==> config.mk <==
export PLATFORM = sky130hd
export DESIGN_NAME = multirotor_motor_mixer_flat
export DESIGN_NICKNAME = d
export VERILOG_FILES = /design/src/rtl/core/mmm_pkg.sv /design/src/rtl/core/mmm_req_if.sv /design/src/rtl/core/mmm_rsp_if.sv /design/src/rtl/core/mmm_csr_if.sv /design/src/rtl/core/multirotor_motor_mixer.sv /design/src/rtl/core/mmm_front.sv /design/src/rtl/core/mmm_queue.sv /design/src/rtl/core/mmm_back.sv /design/src/flat_wrapper.sv
export VERILOG_INCLUDE_DIRS = /design/src /design/src/rtl/core
export SDC_FILE = /design/constraint.sdc
export NUM_CORES = 2
export LEC_CHECK = 0
export ABC_AREA = 1
export BUFFER_PORTS_ARGS = -buffer_cell sky130_fd_sc_hd__buf_4
export CORE_MARGIN = 2
export CORE_UTILIZATION = 36
export DETAILED_ROUTE_END_ITERATION = 10
export GPL_TIMING_DRIVEN = 1
export PLACE_DENSITY = 0.51
export SYNTH_ARGS = -nofsm -noshare
export SYNTH_HDL_FRONTEND = slang
export SYNTH_HIERARCHICAL = 1
export SYNTH_SLANG_ARGS = --single-unit
==> constraint.sdc <==
create_clock -name clock -period 16.5 [get_ports clock]
set_clock_uncertainty 0.2 [all_clocks]
set_input_delay 1.65 -clock clock [delete_from_list [all_inputs] [get_ports clock]]
set_output_delay 1.65 -clock clock [all_outputs]
set_load 0.1 [all_outputs]
==> src/rtl/core/multirotor_motor_mixer_assert.svh <==
// Assertion macros shared by the motor mixer RTL.
// Depends on nothing; included by files that check their own logic.
`ifndef MULTIROTOR_MOTOR_MIXER_ASSERT_SVH
`define MULTIROTOR_MOTOR_MIXER_ASSERT_SVH

// same-cycle implication, disabled during reset
`define MMM_ASSERT_IMP(label, clk, rst, ante, cons) \
   label: assert property (@(posedge clk) disable iff (rst) (ante) |-> (cons)) \
      else $error("motor mixer check failed");

// next-cycle implication, disabled during reset
`define MMM_ASSERT_NXT(label, clk, rst, ante, cons) \
   label: assert property (@(posedge clk) disable iff (rst) (ante) |=> (cons)) \
      else $error("motor mixer check failed");

`endif

==> src/rtl/core/mmm_pkg.sv <==
// Types, constants and mixing tables of the multirotor motor mixer.
// Depends on nothing; used by the mixer, its front, queue and back, and the testbench.
package mmm_pkg;

   localparam int MAX_MOTORS_DEF = 6;
   localparam logic [11:0] IDLE_PULSE = 12'd1000;

   localparam int FRAME_COUNT   = 9;
   localparam int TABLE_MOTORS  = 6;
   localparam int MIDX_W        = 3;
   localparam int MIX_W         = 16;
   localparam int REG_INDEX_W   = 3;
   localparam int RECIP_SHIFT   = 17;
   localparam logic [15:0] RECIP_THIRD = 16'd43691;

   localparam logic [REG_INDEX_W-1:0] REG_FRAME_TYPE   = 3'd0;
   localparam logic [REG_INDEX_W-1:0] REG_YAW_REVERSE  = 3'd1;
   localparam logic [REG_INDEX_W-1:0] REG_MIN_THROTTLE = 3'd2;
   localparam logic [REG_INDEX_W-1:0] REG_MAX_THROTTLE = 3'd3;
   localparam logic [REG_INDEX_W-1:0] REG_MIN_CHECK    = 3'd4;
   localparam logic [REG_INDEX_W-1:0] REG_MOTOR_STOP   = 3'd5;
   localparam logic [REG_INDEX_W-1:0] REG_MIN_COMMAND  = 3'd6;

   localparam int FRAME_MOTORS [FRAME_COUNT] = '{2, 3, 4, 4, 4, 6, 6, 6, 4};

   localparam int COEF_ROLL [FRAME_COUNT][TABLE_MOTORS] = '{
      '{ 24, -24,   0,   0,   0,   0},
      '{ 24, -24,   0,   0,   0,   0},
      '{  0, -24,   0,  24,   0,   0},
      '{ 24, -24, -24,  24,   0,   0},
      '{ 24, -24,   0,   0,   0,   0},
      '{ 24, -24,   0,  24, -24,   0},
      '{  0, -24, -24,   0,  24,  24},
      '{ 21, -21, -21, -21,  21,  21},
      '{ 24, -24,   0,   0,   0,   0}
   };

   localparam int COEF_PITCH [FRAME_COUNT][TABLE_MOTORS] = '{
      '{  0,   0,   0,   0,   0,   0},
      '{-16, -16,  32,   0,   0,   0},
      '{-24,   0,  24,   0,   0,   0},
      '{-24, -24,  24,  24,   0,   0},
      '{-24, -24,  24,  24,   0,   0},
      '{-16, -16,  32, -16, -16,  32},
      '{-21, -21,  21,  21,  21, -21},
      '{-24, -24,   0,  24,  24,   0},
      '{-24, -24,  24,  24,   0,   0}
   };

   localparam int COEF_YAW [FRAME_COUNT][TABLE_MOTORS] = '{
      '{  0,   0,   0,   0,   0,   0},
      '{  0,   0,   0,   0,   0,   0},
      '{-24,  24, -24,  24,   0,   0},
      '{-24,  24, -24,  24,   0,   0},
      '{  0,   0, -24,  24,   0,   0},
      '{-24, -24,  24,  24,  24, -24},
      '{-24,  24, -24,  24, -24,  24},
      '{-24,  24, -24,  24, -24,  24},
      '{  0,   0,  24, -24,   0,   0}
   };

   typedef struct packed {
      logic [3:0]  frame_type;
      logic        yaw_reverse;
      logic [11:0] min_throttle;
      logic [11:0] max_throttle;
      logic [11:0] min_check;
      logic        motor_stop;
      logic [11:0] min_command;
   } cfg_type;

   localparam cfg_type CFG_RESET = '{
      frame_type:   4'd3,
      yaw_reverse:  1'b0,
      min_throttle: 12'd1150,
      max_throttle: 12'd1850,
      min_check:    12'd1100,
      motor_stop:   1'b0,
      min_command:  12'd1000
   };

   typedef struct packed {
      logic [MIX_W-1:0]  excess;
      logic [MIDX_W-1:0] last_idx;
      logic              stick_low;
      logic              armed;
   } desc_type;

   typedef struct packed {
      logic              en;
      logic [MIDX_W-1:0] idx;
      logic [MIX_W-1:0]  data;
   } mix_wr_type;

   typedef struct packed {
      logic     en;
      desc_type desc;
   } push_type;

   typedef struct packed {
      logic              pop;
      logic [MIDX_W-1:0] idx;
   } rd_type;

   typedef struct packed {
      logic             vld;
      desc_type         desc;
      logic [MIX_W-1:0] mix;
   } head_type;

endpackage

==> src/rtl/core/mmm_req_if.sv <==
// Control frame channel of the motor mixer: valid, ready and frame fields.
// Depends on nothing.
interface mmm_req_if;
   logic        valid;
   logic        ready;
   logic [11:0] throttle_command;
   logic [11:0] pid_throttle;
   logic [11:0] pid_roll;
   logic [11:0] pid_pitch;
   logic [11:0] pid_yaw;
   logic [11:0] rc_throttle;
   logic        armed;

   modport source (output valid, throttle_command, pid_throttle, pid_roll, pid_pitch,
                   pid_yaw, rc_throttle, armed, input ready);
   modport sink (input valid, throttle_command, pid_throttle, pid_roll, pid_pitch,
                 pid_yaw, rc_throttle, armed, output ready);
endinterface

==> src/rtl/core/mmm_rsp_if.sv <==
// Motor pulse channel of the motor mixer: valid, ready and pulse fields.
// Depends on nothing.
interface mmm_rsp_if;
   logic        valid;
   logic        ready;
   logic [2:0]  motor_index;
   logic [11:0] motor_pulse;
   logic        last_motor;

   modport source (output valid, motor_index, motor_pulse, last_motor, input ready);
   modport sink (input valid, motor_index, motor_pulse, last_motor, output ready);
endinterface

==> src/rtl/core/mmm_csr_if.sv <==
// Register write channel of the motor mixer: valid, ready, index and data.
// Depends on nothing.
interface mmm_csr_if;
   logic        valid;
   logic        ready;
   logic [2:0]  reg_index;
   logic [11:0] wr_data;

   modport source (output valid, reg_index, wr_data, input ready);
   modport sink (input valid, reg_index, wr_data, output ready);
endinterface

==> src/rtl/core/multirotor_motor_mixer.sv <==
// Multirotor motor mixer: n pulses per frame of a known type (n motors of the frame, 2 to 6).
// Frames are mixed one motor per cycle, queued, then sent one pulse per cycle while
// rsp is ready; a new frame waits until the last is mixed and the queue has room.
// Synchronous active-high reset clears control and loads register defaults.
// Depends on mmm_pkg, the channel interfaces, mmm_front, mmm_queue and mmm_back.
module multirotor_motor_mixer #(
   parameter int MAX_MOTORS = mmm_pkg::MAX_MOTORS_DEF
) (
   input logic        clock,
   input logic        reset,
   mmm_req_if.sink    req_if,
   mmm_rsp_if.source  rsp_if,
   mmm_csr_if.sink    csr_if
);
   import mmm_pkg::*;

   cfg_type cfg_ff, cfg_in;
   mix_wr_type mix_wr;
   push_type push;
   rd_type rd;
   head_type head;
   logic q_full;

   assign csr_if.ready = 1'b1;

   always_comb begin
      cfg_in = cfg_ff;
      if (csr_if.valid) begin
         unique case (csr_if.reg_index)
            REG_FRAME_TYPE:   cfg_in.frame_type   = csr_if.wr_data[3:0];
            REG_YAW_REVERSE:  cfg_in.yaw_reverse  = csr_if.wr_data[0];
            REG_MIN_THROTTLE: cfg_in.min_throttle = csr_if.wr_data;
            REG_MAX_THROTTLE: cfg_in.max_throttle = csr_if.wr_data;
            REG_MIN_CHECK:    cfg_in.min_check    = csr_if.wr_data;
            REG_MOTOR_STOP:   cfg_in.motor_stop   = csr_if.wr_data[0];
            REG_MIN_COMMAND:  cfg_in.min_command  = csr_if.wr_data;
            default: ;
         endcase
      end
   end

   always_ff @(posedge clock) begin
      if (reset) begin
         cfg_ff <= CFG_RESET;
      end else begin
         cfg_ff <= cfg_in;
      end
   end

   mmm_front #(
      .MAX_MOTORS(MAX_MOTORS)
   ) u_front (
      .clock (clock),
      .reset (reset),
      .cfg   (cfg_ff),
      .req   (req_if),
      .q_full(q_full),
      .mix_wr(mix_wr),
      .push  (push)
   );

   mmm_queue #(
      .MAX_MOTORS(MAX_MOTORS)
   ) u_queue (
      .clock (clock),
      .reset (reset),
      .mix_wr(mix_wr),
      .push  (push),
      .rd    (rd),
      .full  (q_full),
      .head  (head)
   );

   mmm_back u_back (
      .clock(clock),
      .reset(reset),
      .cfg  (cfg_ff),
      .head (head),
      .rd   (rd),
      .rsp  (rsp_if)
   );

endmodule

==> src/rtl/core/mmm_front.sv <==
// Front end of the motor mixer: takes a frame, mixes one motor per cycle.
// Depends on mmm_pkg and mmm_req_if; feeds mmm_queue.
module mmm_front #(
   parameter int MAX_MOTORS = mmm_pkg::MAX_MOTORS_DEF
) (
   input  logic                clock,
   input  logic                reset,
   input  mmm_pkg::cfg_type    cfg,
   mmm_req_if.sink             req,
   input  logic                q_full,
   output mmm_pkg::mix_wr_type mix_wr,
   output mmm_pkg::push_type   push
);
   import mmm_pkg::*;

   localparam logic [1:0] ST_IDLE  = 2'd0;
   localparam logic [1:0] ST_ISSUE = 2'd1;
   localparam logic [1:0] ST_WAIT  = 2'd2;

   logic [1:0] state_ff, state_in;
   logic [MIDX_W-1:0] idx_ff, idx_in;
   logic [MIDX_W-1:0] last_ff, last_in;
   logic [11:0] cmd_ff, cmd_in;
   logic signed [11:0] pt_ff, pt_in, pr_ff, pr_in, pp_ff, pp_in, py_ff, py_in;
   logic stick_low_ff, stick_low_in, armed_ff, armed_in;

   logic signed [19:0] acc_ff, acc_in;
   logic s1_vld_ff, s1_vld_in, s1_last_ff, s1_last_in;
   logic [MIDX_W-1:0] s1_idx_ff, s1_idx_in;

   logic [31:0] prod_ff, prod_in;
   logic s2_vld_ff, s2_vld_in, s2_last_ff, s2_last_in, s2_neg_ff, s2_neg_in;
   logic [MIDX_W-1:0] s2_idx_ff, s2_idx_in;

   logic signed [MIX_W-1:0] top_ff, top_in;
   logic done_ff, done_in;

   logic accept, ft_ok;
   logic [3:0] nmot, n_eff;
   logic signed [6:0] c_r, c_p, c_y_raw, c_y;
   logic signed [13:0] thr_sum;
   logic signed [18:0] base, prod_r, prod_p, prod_y;
   logic [19:0] mag;
   logic [15:0] mag8;
   logic [MIX_W-2:0] quot;
   logic [MIX_W-1:0] mix_u;
   logic signed [MIX_W-1:0] mix_s;
   logic signed [MIX_W:0] top_x, hi_x;

   assign req.ready = (state_ff == ST_IDLE) && !q_full;
   assign accept    = req.valid && req.ready;
   assign ft_ok     = cfg.frame_type < 4'(FRAME_COUNT);
   assign nmot      = ft_ok ? 4'(FRAME_MOTORS[cfg.frame_type]) : 4'd0;
   assign n_eff     = (nmot > 4'(MAX_MOTORS)) ? 4'(MAX_MOTORS) : nmot;

   // stage 1: weighted sum in 1/24 units
   always_comb begin
      c_r     = 7'(COEF_ROLL[cfg.frame_type][idx_ff]);
      c_p     = 7'(COEF_PITCH[cfg.frame_type][idx_ff]);
      c_y_raw = 7'(COEF_YAW[cfg.frame_type][idx_ff]);
      c_y     = cfg.yaw_reverse ? -c_y_raw : c_y_raw;
      thr_sum = $signed({2'b00, cmd_ff}) + 14'(pt_ff);
      base    = 19'(thr_sum) * 19'sd24;
      prod_r  = 19'(c_r) * 19'(pr_ff);
      prod_p  = 19'(c_p) * 19'(pp_ff);
      prod_y  = 19'(c_y) * 19'(py_ff);
      acc_in  = 20'(base) + 20'(prod_r) + 20'(prod_p) + 20'(prod_y);
   end

   // stage 2: magnitude over 8, times reciprocal of 3
   always_comb begin
      mag     = acc_ff[19] ? 20'(-acc_ff) : 20'(acc_ff);
      mag8    = mag[18:3];
      prod_in = 32'(mag8) * 32'(RECIP_THIRD);
   end

   // stage 3: restore sign, store, track the largest mix
   always_comb begin
      quot   = prod_ff[31:RECIP_SHIFT];
      mix_u  = s2_neg_ff ? (~{1'b0, quot} + 16'd1) : {1'b0, quot};
      mix_s  = $signed(mix_u);
      top_in = top_ff;
      if (s2_vld_ff && ((s2_idx_ff == '0) || (mix_s > top_ff))) begin
         top_in = mix_s;
      end
      done_in = s2_vld_ff && s2_last_ff;
   end

   assign mix_wr.en   = s2_vld_ff;
   assign mix_wr.idx  = s2_idx_ff;
   assign mix_wr.data = mix_u;

   assign top_x = 17'(top_ff);
   assign hi_x  = $signed({5'b00000, cfg.max_throttle});

   assign push.en             = done_ff;
   assign push.desc.excess    = (top_x > hi_x) ? 16'(top_x - hi_x) : 16'd0;
   assign push.desc.last_idx  = last_ff;
   assign push.desc.stick_low = stick_low_ff;
   assign push.desc.armed     = armed_ff;

   always_comb begin
      state_in     = state_ff;
      idx_in       = idx_ff;
      last_in      = last_ff;
      cmd_in       = cmd_ff;
      pt_in        = pt_ff;
      pr_in        = pr_ff;
      pp_in        = pp_ff;
      py_in        = py_ff;
      stick_low_in = stick_low_ff;
      armed_in     = armed_ff;
      s1_vld_in    = 1'b0;
      s1_idx_in    = idx_ff;
      s1_last_in   = (idx_ff == last_ff);
      unique case (state_ff)
         ST_IDLE: begin
            if (accept) begin
               cmd_in       = req.throttle_command;
               pt_in        = $signed(req.pid_throttle);
               pr_in        = $signed(req.pid_roll);
               pp_in        = $signed(req.pid_pitch);
               py_in        = $signed(req.pid_yaw);
               stick_low_in = req.rc_throttle < cfg.min_check;
               armed_in     = req.armed;
               idx_in       = '0;
               last_in      = 3'(n_eff - 4'd1);
               // drop frames of an unknown type
               if (ft_ok) begin
                  state_in = ST_ISSUE;
               end
            end
         end
         ST_ISSUE: begin
            s1_vld_in = 1'b1;
            idx_in    = idx_ff + 3'd1;
            if (idx_ff == last_ff) begin
               state_in = ST_WAIT;
            end
         end
         ST_WAIT: begin
            if (done_ff) begin
               state_in = ST_IDLE;
            end
         end
         default: state_in = ST_IDLE;
      endcase
   end

   assign s2_vld_in  = s1_vld_ff;
   assign s2_idx_in  = s1_idx_ff;
   assign s2_last_in = s1_last_ff;
   assign s2_neg_in  = acc_ff[19];

   always_ff @(posedge clock) begin
      if (reset) begin
         state_ff  <= ST_IDLE;
         s1_vld_ff <= 1'b0;
         s2_vld_ff <= 1'b0;
         done_ff   <= 1'b0;
      end else begin
         state_ff  <= state_in;
         s1_vld_ff <= s1_vld_in;
         s2_vld_ff <= s2_vld_in;
         done_ff   <= done_in;
      end
   end

   always_ff @(posedge clock) begin
      idx_ff       <= idx_in;
      last_ff      <= last_in;
      cmd_ff       <= cmd_in;
      pt_ff        <= pt_in;
      pr_ff        <= pr_in;
      pp_ff        <= pp_in;
      py_ff        <= py_in;
      stick_low_ff <= stick_low_in;
      armed_ff     <= armed_in;
      acc_ff       <= acc_in;
      s1_idx_ff    <= s1_idx_in;
      s1_last_ff   <= s1_last_in;
      prod_ff      <= prod_in;
      s2_idx_ff    <= s2_idx_in;
      s2_last_ff   <= s2_last_in;
      s2_neg_ff    <= s2_neg_in;
      top_ff       <= top_in;
   end

endmodule

==> src/rtl/core/mmm_queue.sv <==
// Two-frame queue between front and back: frame records plus two banks of mixes.
// Depends on mmm_pkg and the assertion macro header.
`include "multirotor_motor_mixer_assert.svh"

module mmm_queue #(
   parameter int MAX_MOTORS = mmm_pkg::MAX_MOTORS_DEF
) (
   input  logic                clock,
   input  logic                reset,
   input  mmm_pkg::mix_wr_type mix_wr,
   input  mmm_pkg::push_type   push,
   input  mmm_pkg::rd_type     rd,
   output logic                full,
   output mmm_pkg::head_type   head
);
   import mmm_pkg::*;

   localparam int MW    = $clog2(MAX_MOTORS);
   localparam int DEPTH = 2 << MW;

   logic [1:0] count_ff, count_in;
   logic wr_ptr_ff, wr_ptr_in, rd_ptr_ff, rd_ptr_in;
   desc_type desc_ff [2];
   logic [MIX_W-1:0] mix_ff [DEPTH];
   logic empty;

   assign full  = count_ff == 2'd2;
   assign empty = count_ff == 2'd0;

   assign head.vld  = !empty;
   assign head.desc = desc_ff[rd_ptr_ff];
   assign head.mix  = mix_ff[{rd_ptr_ff, rd.idx[MW-1:0]}];

   always_comb begin
      count_in  = count_ff;
      wr_ptr_in = wr_ptr_ff;
      rd_ptr_in = rd_ptr_ff;
      if (push.en) begin
         wr_ptr_in = !wr_ptr_ff;
      end
      if (rd.pop) begin
         rd_ptr_in = !rd_ptr_ff;
      end
      priority if (push.en && !rd.pop) begin
         count_in = count_ff + 2'd1;
      end else if (rd.pop && !push.en) begin
         count_in = count_ff - 2'd1;
      end
   end

   always_ff @(posedge clock) begin
      if (reset) begin
         count_ff  <= 2'd0;
         wr_ptr_ff <= 1'b0;
         rd_ptr_ff <= 1'b0;
      end else begin
         count_ff  <= count_in;
         wr_ptr_ff <= wr_ptr_in;
         rd_ptr_ff <= rd_ptr_in;
      end
   end

   always_ff @(posedge clock) begin
      if (push.en) begin
         desc_ff[wr_ptr_ff] <= push.desc;
      end
      if (mix_wr.en) begin
         mix_ff[{wr_ptr_ff, mix_wr.idx[MW-1:0]}] <= mix_wr.data;
      end
   end

   `MMM_ASSERT_IMP(a_push_room, clock, reset, push.en, !full)
   `MMM_ASSERT_IMP(a_pop_data, clock, reset, rd.pop, !empty)
   `MMM_ASSERT_IMP(a_write_room, clock, reset, mix_wr.en, !full)
   `MMM_ASSERT_NXT(a_count_up, clock, reset, push.en && !rd.pop, count_ff == $past(count_ff) + 2'd1)

endmodule

==> src/rtl/core/mmm_back.sv <==
// Back end of the mixer: offsets, clamps, sends one pulse per cycle while ready.
// Depends on mmm_pkg and mmm_rsp_if; drains mmm_queue.
module mmm_back (
   input  logic              clock,
   input  logic              reset,
   input  mmm_pkg::cfg_type  cfg,
   input  mmm_pkg::head_type head,
   output mmm_pkg::rd_type   rd,
   mmm_rsp_if.source         rsp
);
   import mmm_pkg::*;

   logic [MIDX_W-1:0] idx_ff, idx_in;
   logic rsp_valid_ff, rsp_valid_in;
   logic [MIDX_W-1:0] out_idx_ff, out_idx_in;
   logic [11:0] out_pulse_ff, out_pulse_in;
   logic out_last_ff, out_last_in;

   logic adv, go, is_last;
   logic signed [MIX_W:0] adj, lo_x, hi_x;
   logic [11:0] pulse;

   assign adv     = !rsp_valid_ff || rsp.ready;
   assign go      = head.vld && adv;
   assign is_last = idx_ff == head.desc.last_idx;

   assign rd.idx = idx_ff;
   assign rd.pop = go && is_last;

   always_comb begin
      adj  = 17'($signed(head.mix)) - $signed({1'b0, head.desc.excess});
      lo_x = $signed({5'b00000, cfg.min_throttle});
      hi_x = $signed({5'b00000, cfg.max_throttle});
      priority if (!head.desc.armed) begin
         pulse = IDLE_PULSE;
      end else if (head.desc.stick_low) begin
         pulse = cfg.motor_stop ? cfg.min_command : cfg.min_throttle;
      end else if (adj < lo_x) begin
         pulse = cfg.min_throttle;
      end else if (adj > hi_x) begin
         pulse = cfg.max_throttle;
      end else begin
         pulse = adj[11:0];
      end
   end

   always_comb begin
      idx_in       = idx_ff;
      rsp_valid_in = rsp_valid_ff;
      out_idx_in   = out_idx_ff;
      out_pulse_in = out_pulse_ff;
      out_last_in  = out_last_ff;
      if (go) begin
         rsp_valid_in = 1'b1;
         out_idx_in   = idx_ff;
         out_pulse_in = pulse;
         out_last_in  = is_last;
         idx_in       = is_last ? '0 : idx_ff + 3'd1;
      end else if (adv) begin
         rsp_valid_in = 1'b0;
      end
   end

   always_ff @(posedge clock) begin
      if (reset) begin
         idx_ff       <= '0;
         rsp_valid_ff <= 1'b0;
      end else begin
         idx_ff       <= idx_in;
         rsp_valid_ff <= rsp_valid_in;
      end
   end

   always_ff @(posedge clock) begin
      out_idx_ff   <= out_idx_in;
      out_pulse_ff <= out_pulse_in;
      out_last_ff  <= out_last_in;
   end

   assign rsp.valid       = rsp_valid_ff;
   assign rsp.motor_index = out_idx_ff;
   assign rsp.motor_pulse = out_pulse_ff;
   assign rsp.last_motor  = out_last_ff;

endmodule

==> src/flat_wrapper.sv <==
// flat-port wrapper written by rule: the top's interface ports become plain ports
module multirotor_motor_mixer_flat import mmm_pkg::*;
#(
   parameter int MAX_MOTORS = mmm_pkg::MAX_MOTORS_DEF
)
  (clock, reset, req_if_valid, req_if_throttle_command, req_if_pid_throttle, req_if_pid_roll, req_if_pid_pitch, req_if_pid_yaw, req_if_rc_throttle, req_if_armed, req_if_ready, rsp_if_valid, rsp_if_motor_index, rsp_if_motor_pulse, rsp_if_last_motor, rsp_if_ready, csr_if_valid, csr_if_reg_index, csr_if_wr_data, csr_if_ready);
  mmm_req_if req_if_i ();
  mmm_rsp_if rsp_if_i ();
  mmm_csr_if csr_if_i ();
  input logic clock;
  input logic reset;
  input wire logic [$bits(req_if_i.valid)-1:0] req_if_valid;
  input wire logic [$bits(req_if_i.throttle_command)-1:0] req_if_throttle_command;
  input wire logic [$bits(req_if_i.pid_throttle)-1:0] req_if_pid_throttle;
  input wire logic [$bits(req_if_i.pid_roll)-1:0] req_if_pid_roll;
  input wire logic [$bits(req_if_i.pid_pitch)-1:0] req_if_pid_pitch;
  input wire logic [$bits(req_if_i.pid_yaw)-1:0] req_if_pid_yaw;
  input wire logic [$bits(req_if_i.rc_throttle)-1:0] req_if_rc_throttle;
  input wire logic [$bits(req_if_i.armed)-1:0] req_if_armed;
  output wire logic [$bits(req_if_i.ready)-1:0] req_if_ready;
  output wire logic [$bits(rsp_if_i.valid)-1:0] rsp_if_valid;
  output wire logic [$bits(rsp_if_i.motor_index)-1:0] rsp_if_motor_index;
  output wire logic [$bits(rsp_if_i.motor_pulse)-1:0] rsp_if_motor_pulse;
  output wire logic [$bits(rsp_if_i.last_motor)-1:0] rsp_if_last_motor;
  input wire logic [$bits(rsp_if_i.ready)-1:0] rsp_if_ready;
  input wire logic [$bits(csr_if_i.valid)-1:0] csr_if_valid;
  input wire logic [$bits(csr_if_i.reg_index)-1:0] csr_if_reg_index;
  input wire logic [$bits(csr_if_i.wr_data)-1:0] csr_if_wr_data;
  output wire logic [$bits(csr_if_i.ready)-1:0] csr_if_ready;
  assign req_if_i.valid = req_if_valid;
  assign req_if_i.throttle_command = req_if_throttle_command;
  assign req_if_i.pid_throttle = req_if_pid_throttle;
  assign req_if_i.pid_roll = req_if_pid_roll;
  assign req_if_i.pid_pitch = req_if_pid_pitch;
  assign req_if_i.pid_yaw = req_if_pid_yaw;
  assign req_if_i.rc_throttle = req_if_rc_throttle;
  assign req_if_i.armed = req_if_armed;
  assign req_if_ready = req_if_i.ready;
  assign rsp_if_valid = rsp_if_i.valid;
  assign rsp_if_motor_index = rsp_if_i.motor_index;
  assign rsp_if_motor_pulse = rsp_if_i.motor_pulse;
  assign rsp_if_last_motor = rsp_if_i.last_motor;
  assign rsp_if_i.ready = rsp_if_ready;
  assign csr_if_i.valid = csr_if_valid;
  assign csr_if_i.reg_index = csr_if_reg_index;
  assign csr_if_i.wr_data = csr_if_wr_data;
  assign csr_if_ready = csr_if_i.ready;
  multirotor_motor_mixer #(.MAX_MOTORS(MAX_MOTORS)) u_core (.clock(clock), .reset(reset), .req_if(req_if_i), .rsp_if(rsp_if_i), .csr_if(csr_if_i));
endmodule
==> flow_summary_export.csv <==
group,metric,value,unit
worst_setup_path,crit_arrival,8.08,ns
worst_setup_path,worstSetupPathType,"reg -> reg",
detailed_routing,ant_nets,0,
layout,multiInputGateArea,20700,um2
die,num_rows,120,
die,ios,112,
die,die_h,333,um
worst_setup_path,cp_common_cell,"fa_1",
sta,finalHoldViolCount,0,
clocking,h-tree-depth,2,
sta,rsz0062_at_grt,"no",
yosys,synth_top_cell_by_area,"edfxtp_1",
clocking,path_clk_slew,0.06,ns
sta,setup_tns,0,ns
clocking,cts_setup_buffers,0,
worst_setup_path,cp-end-kind,"register",
place,portBuffers,110,
place,placed_cell_area,41300,um2
sta,fin_crit_sh,0.472,
grt,grt_pass1_wl,160,mm
worst_setup_path,cp_slowest_cell,"edfxtp_1",
worst_setup_path,critPathRequiredTime,16.80,ns
clocking,root_buffer,"clkbuf_16",
clocking,clk_latency,0.65,ns
detailed_routing,drc,0,
sta,whs,0.126,ns
grt,grt_max_degree,79,
die,core,107000,um2
clocking,cts_buffers,56,
layout,area_delta_synth_final,10.7,%
worst_setup_path,crit_fanout,13,
detailed_routing,drt-wirelength-per-cell,16.8,um
sta,worst_slew_pin_slew,1.25,ns
detailed_routing,wirelength,99.3,mm
place,hpwl,76.2,mm
sta,drv_slew,0,
detailed_routing,dr.first_iter.drc_count,1798,
die,die_w,333,um
yosys,synth-edff-count,398,
clocking,cts_tree,"done",
die,dieArea,111000,um2
place,place_congestion,0.874,
yosys,synth_area_leaders,"edfxtp_1 31%, fa_1 17%, ha_1 10%",
grt,antenna_found_initial,0,
detailed_routing,route.vias.total,27778,
yosys,synthCells,4361,
sta,period_minus_slack,7.78,ns
sta,slew_headroom,0.165,
layout,nFillCells,10840,
grt,grt_util_all_layers,0.182,
yosys,seq_area_frac_synth,0.364,
clocking,cts.sinks,510,
detailed_routing,via_per_inst,4.69,
yosys,synth-seq-cells,510,
layout,diodes,0,
sta,clock.fmax,129,MHz
yosys,yosys_warnings,6,
worst_setup_path,startpoint_type,"register",
layout,design_area,43200,um2
flow_run,maxCapViolCount,0,
clocking,clockBufferDepth,3,
worst_setup_path,cp_slowest_stage_delay,0.66,ns
grt,grt_pass1_vias,28556,
yosys,async_flop_share,0,
detailed_routing,dr.pass1.iters,5,
yosys,synth_flop_cell,"edfxtp_1",
yosys,syn-cell-area,39000,um2
layout,seqCellArea,14200,um2
hold_path,hold_class,"reg -> reg",
yosys,yosysTopAreaCellShare,0.307,
outcome,outcome,"completed",
worst_setup_path,crit_buf_inv,8,
worst_setup_path,cp_top_family,"adder cells",
layout,drive_gt1_frac,0.0774,
yosys,avgSynthCellArea,8.94,um2
die,start_util,0.364,
clocking,cts-hold-fix-buffers,0,
grt,overflow,0,
yosys,syn_nets,5093,
sta,setup_violations,0,
layout,nets,5205,
yosys,ys_types,63,
clocking,cts_resized,0,
synthesized netlist by cell type (29+ instances only):
cell type and instances:
a21oi_1 138, inv_1 896, ha_1 316, dfxtp_1 112, xor2_1 68, buf_2 29, o21ai_0 55, nor2_1 323
fa_1 323, edfxtp_1 398, nand3_1 337, nand2_1 997, xnor2_1 41
cell families (layout without fill, tap and decap cells):
logic type	after synthesis	count (layout)	share of synthesized area
xor+xnor	109	109	0.0245
other cells	1	1	0.0000962
fa+ha+maj	639	639	0.267
buf+inv	1024	1184	0.106
compound gates	294	294	0.0431
mux	21	21	0.00606
simple gates	1763	1763	0.189
flops	510	510	0.364
registers in the layout (all words and copies together) (netlist names), 2 cells and up, named ones only:
signal / count
u_core/u_front/py_ff: 12
u_core/u_front/s1_idx_ff: 3
u_core/u_front/pp_ff: 12
u_core/u_front/state_ff: 2
u_core/u_front/pt_ff: 12
u_core/cfg_ff: 54
u_core/u_front/top_ff: 16
u_core/u_front/acc_ff: 20
u_core/u_front/s2_idx_ff: 3
u_core/u_front/last_ff: 3
u_core/u_queue/mix_ff: 256
u_core/u_back/rsp.motor_pulse: 12
u_core/u_back/rsp.motor_index: 3
u_core/u_queue/count_ff: 2
u_core/u_queue/desc_ff: 42
u_core/u_front/prod_ff: 15
u_core/u_front/idx_ff: 3
u_core/u_back/idx_ff: 3
u_core/u_front/pr_ff: 12
u_core/u_front/cmd_ff: 12
layout make-up:
type                    instances  area share
clock buffers                  71      0.0345
repair buffers                154      0.0268
clock inverters                35     0.00922
well taps                    1403      0.0407
inverters                     924      0.0805
multi-input cells            2827       0.479
flip-flops and latches        510       0.329
placed cells by master (no fill, tap or decap), drive strengths merged, types with 10 or more instances in the layout:
cell    Yosys  layout
edfxtp    398     398
or2        10      10
a21o       10      10
xnor2      41      41
a21oi     143     143
nand2    1009    1009
a31oi      27      27
ha        316     316
xor2       68      68
nor2      344     344
nor3       28      28
clkinv      1      26
fa        323     323
dfxtp     112     112
nand3     337     337
clkbuf     19      71
mux2       21      21
o21ai      73      73
inv       923     926
buf        81     154
worst paths after layout:
kind,start,end,depth (start not counted),slack (ns)
min,u_core/u_front/s1_last_ff,u_core/u_front/s2_last_ff,0,0.13
max reg2reg,u_core/u_front/idx_ff[1],u_core/u_front/acc_ff[19],29,8.72
max,u_core/u_front/idx_ff[1],u_core/u_front/acc_ff[19],29,8.72
min reg2reg,u_core/u_front/s1_last_ff,u_core/u_front/s2_last_ff,0,0.13
stage by stage:
step	util	instances	setup WS [ns]
finish	0.403	5924	8.72
floorplan	-	4361	9.50
detailed placement	0.385	5818	8.80
global route	0.403	5924	8.23
CTS	0.403	5924	8.72
global placement	0.385	5818	8.74
routing by layer:
layer,global-route usage,wire (um)
met2,0.313,48300
met4,0.0434,2240
met3,0.0180,3370
met5,0,0
met1,0.247,45400
Power is not shown: default switching activity piles up to over one toggle a cycle in this logic, so the estimate is an artifact.
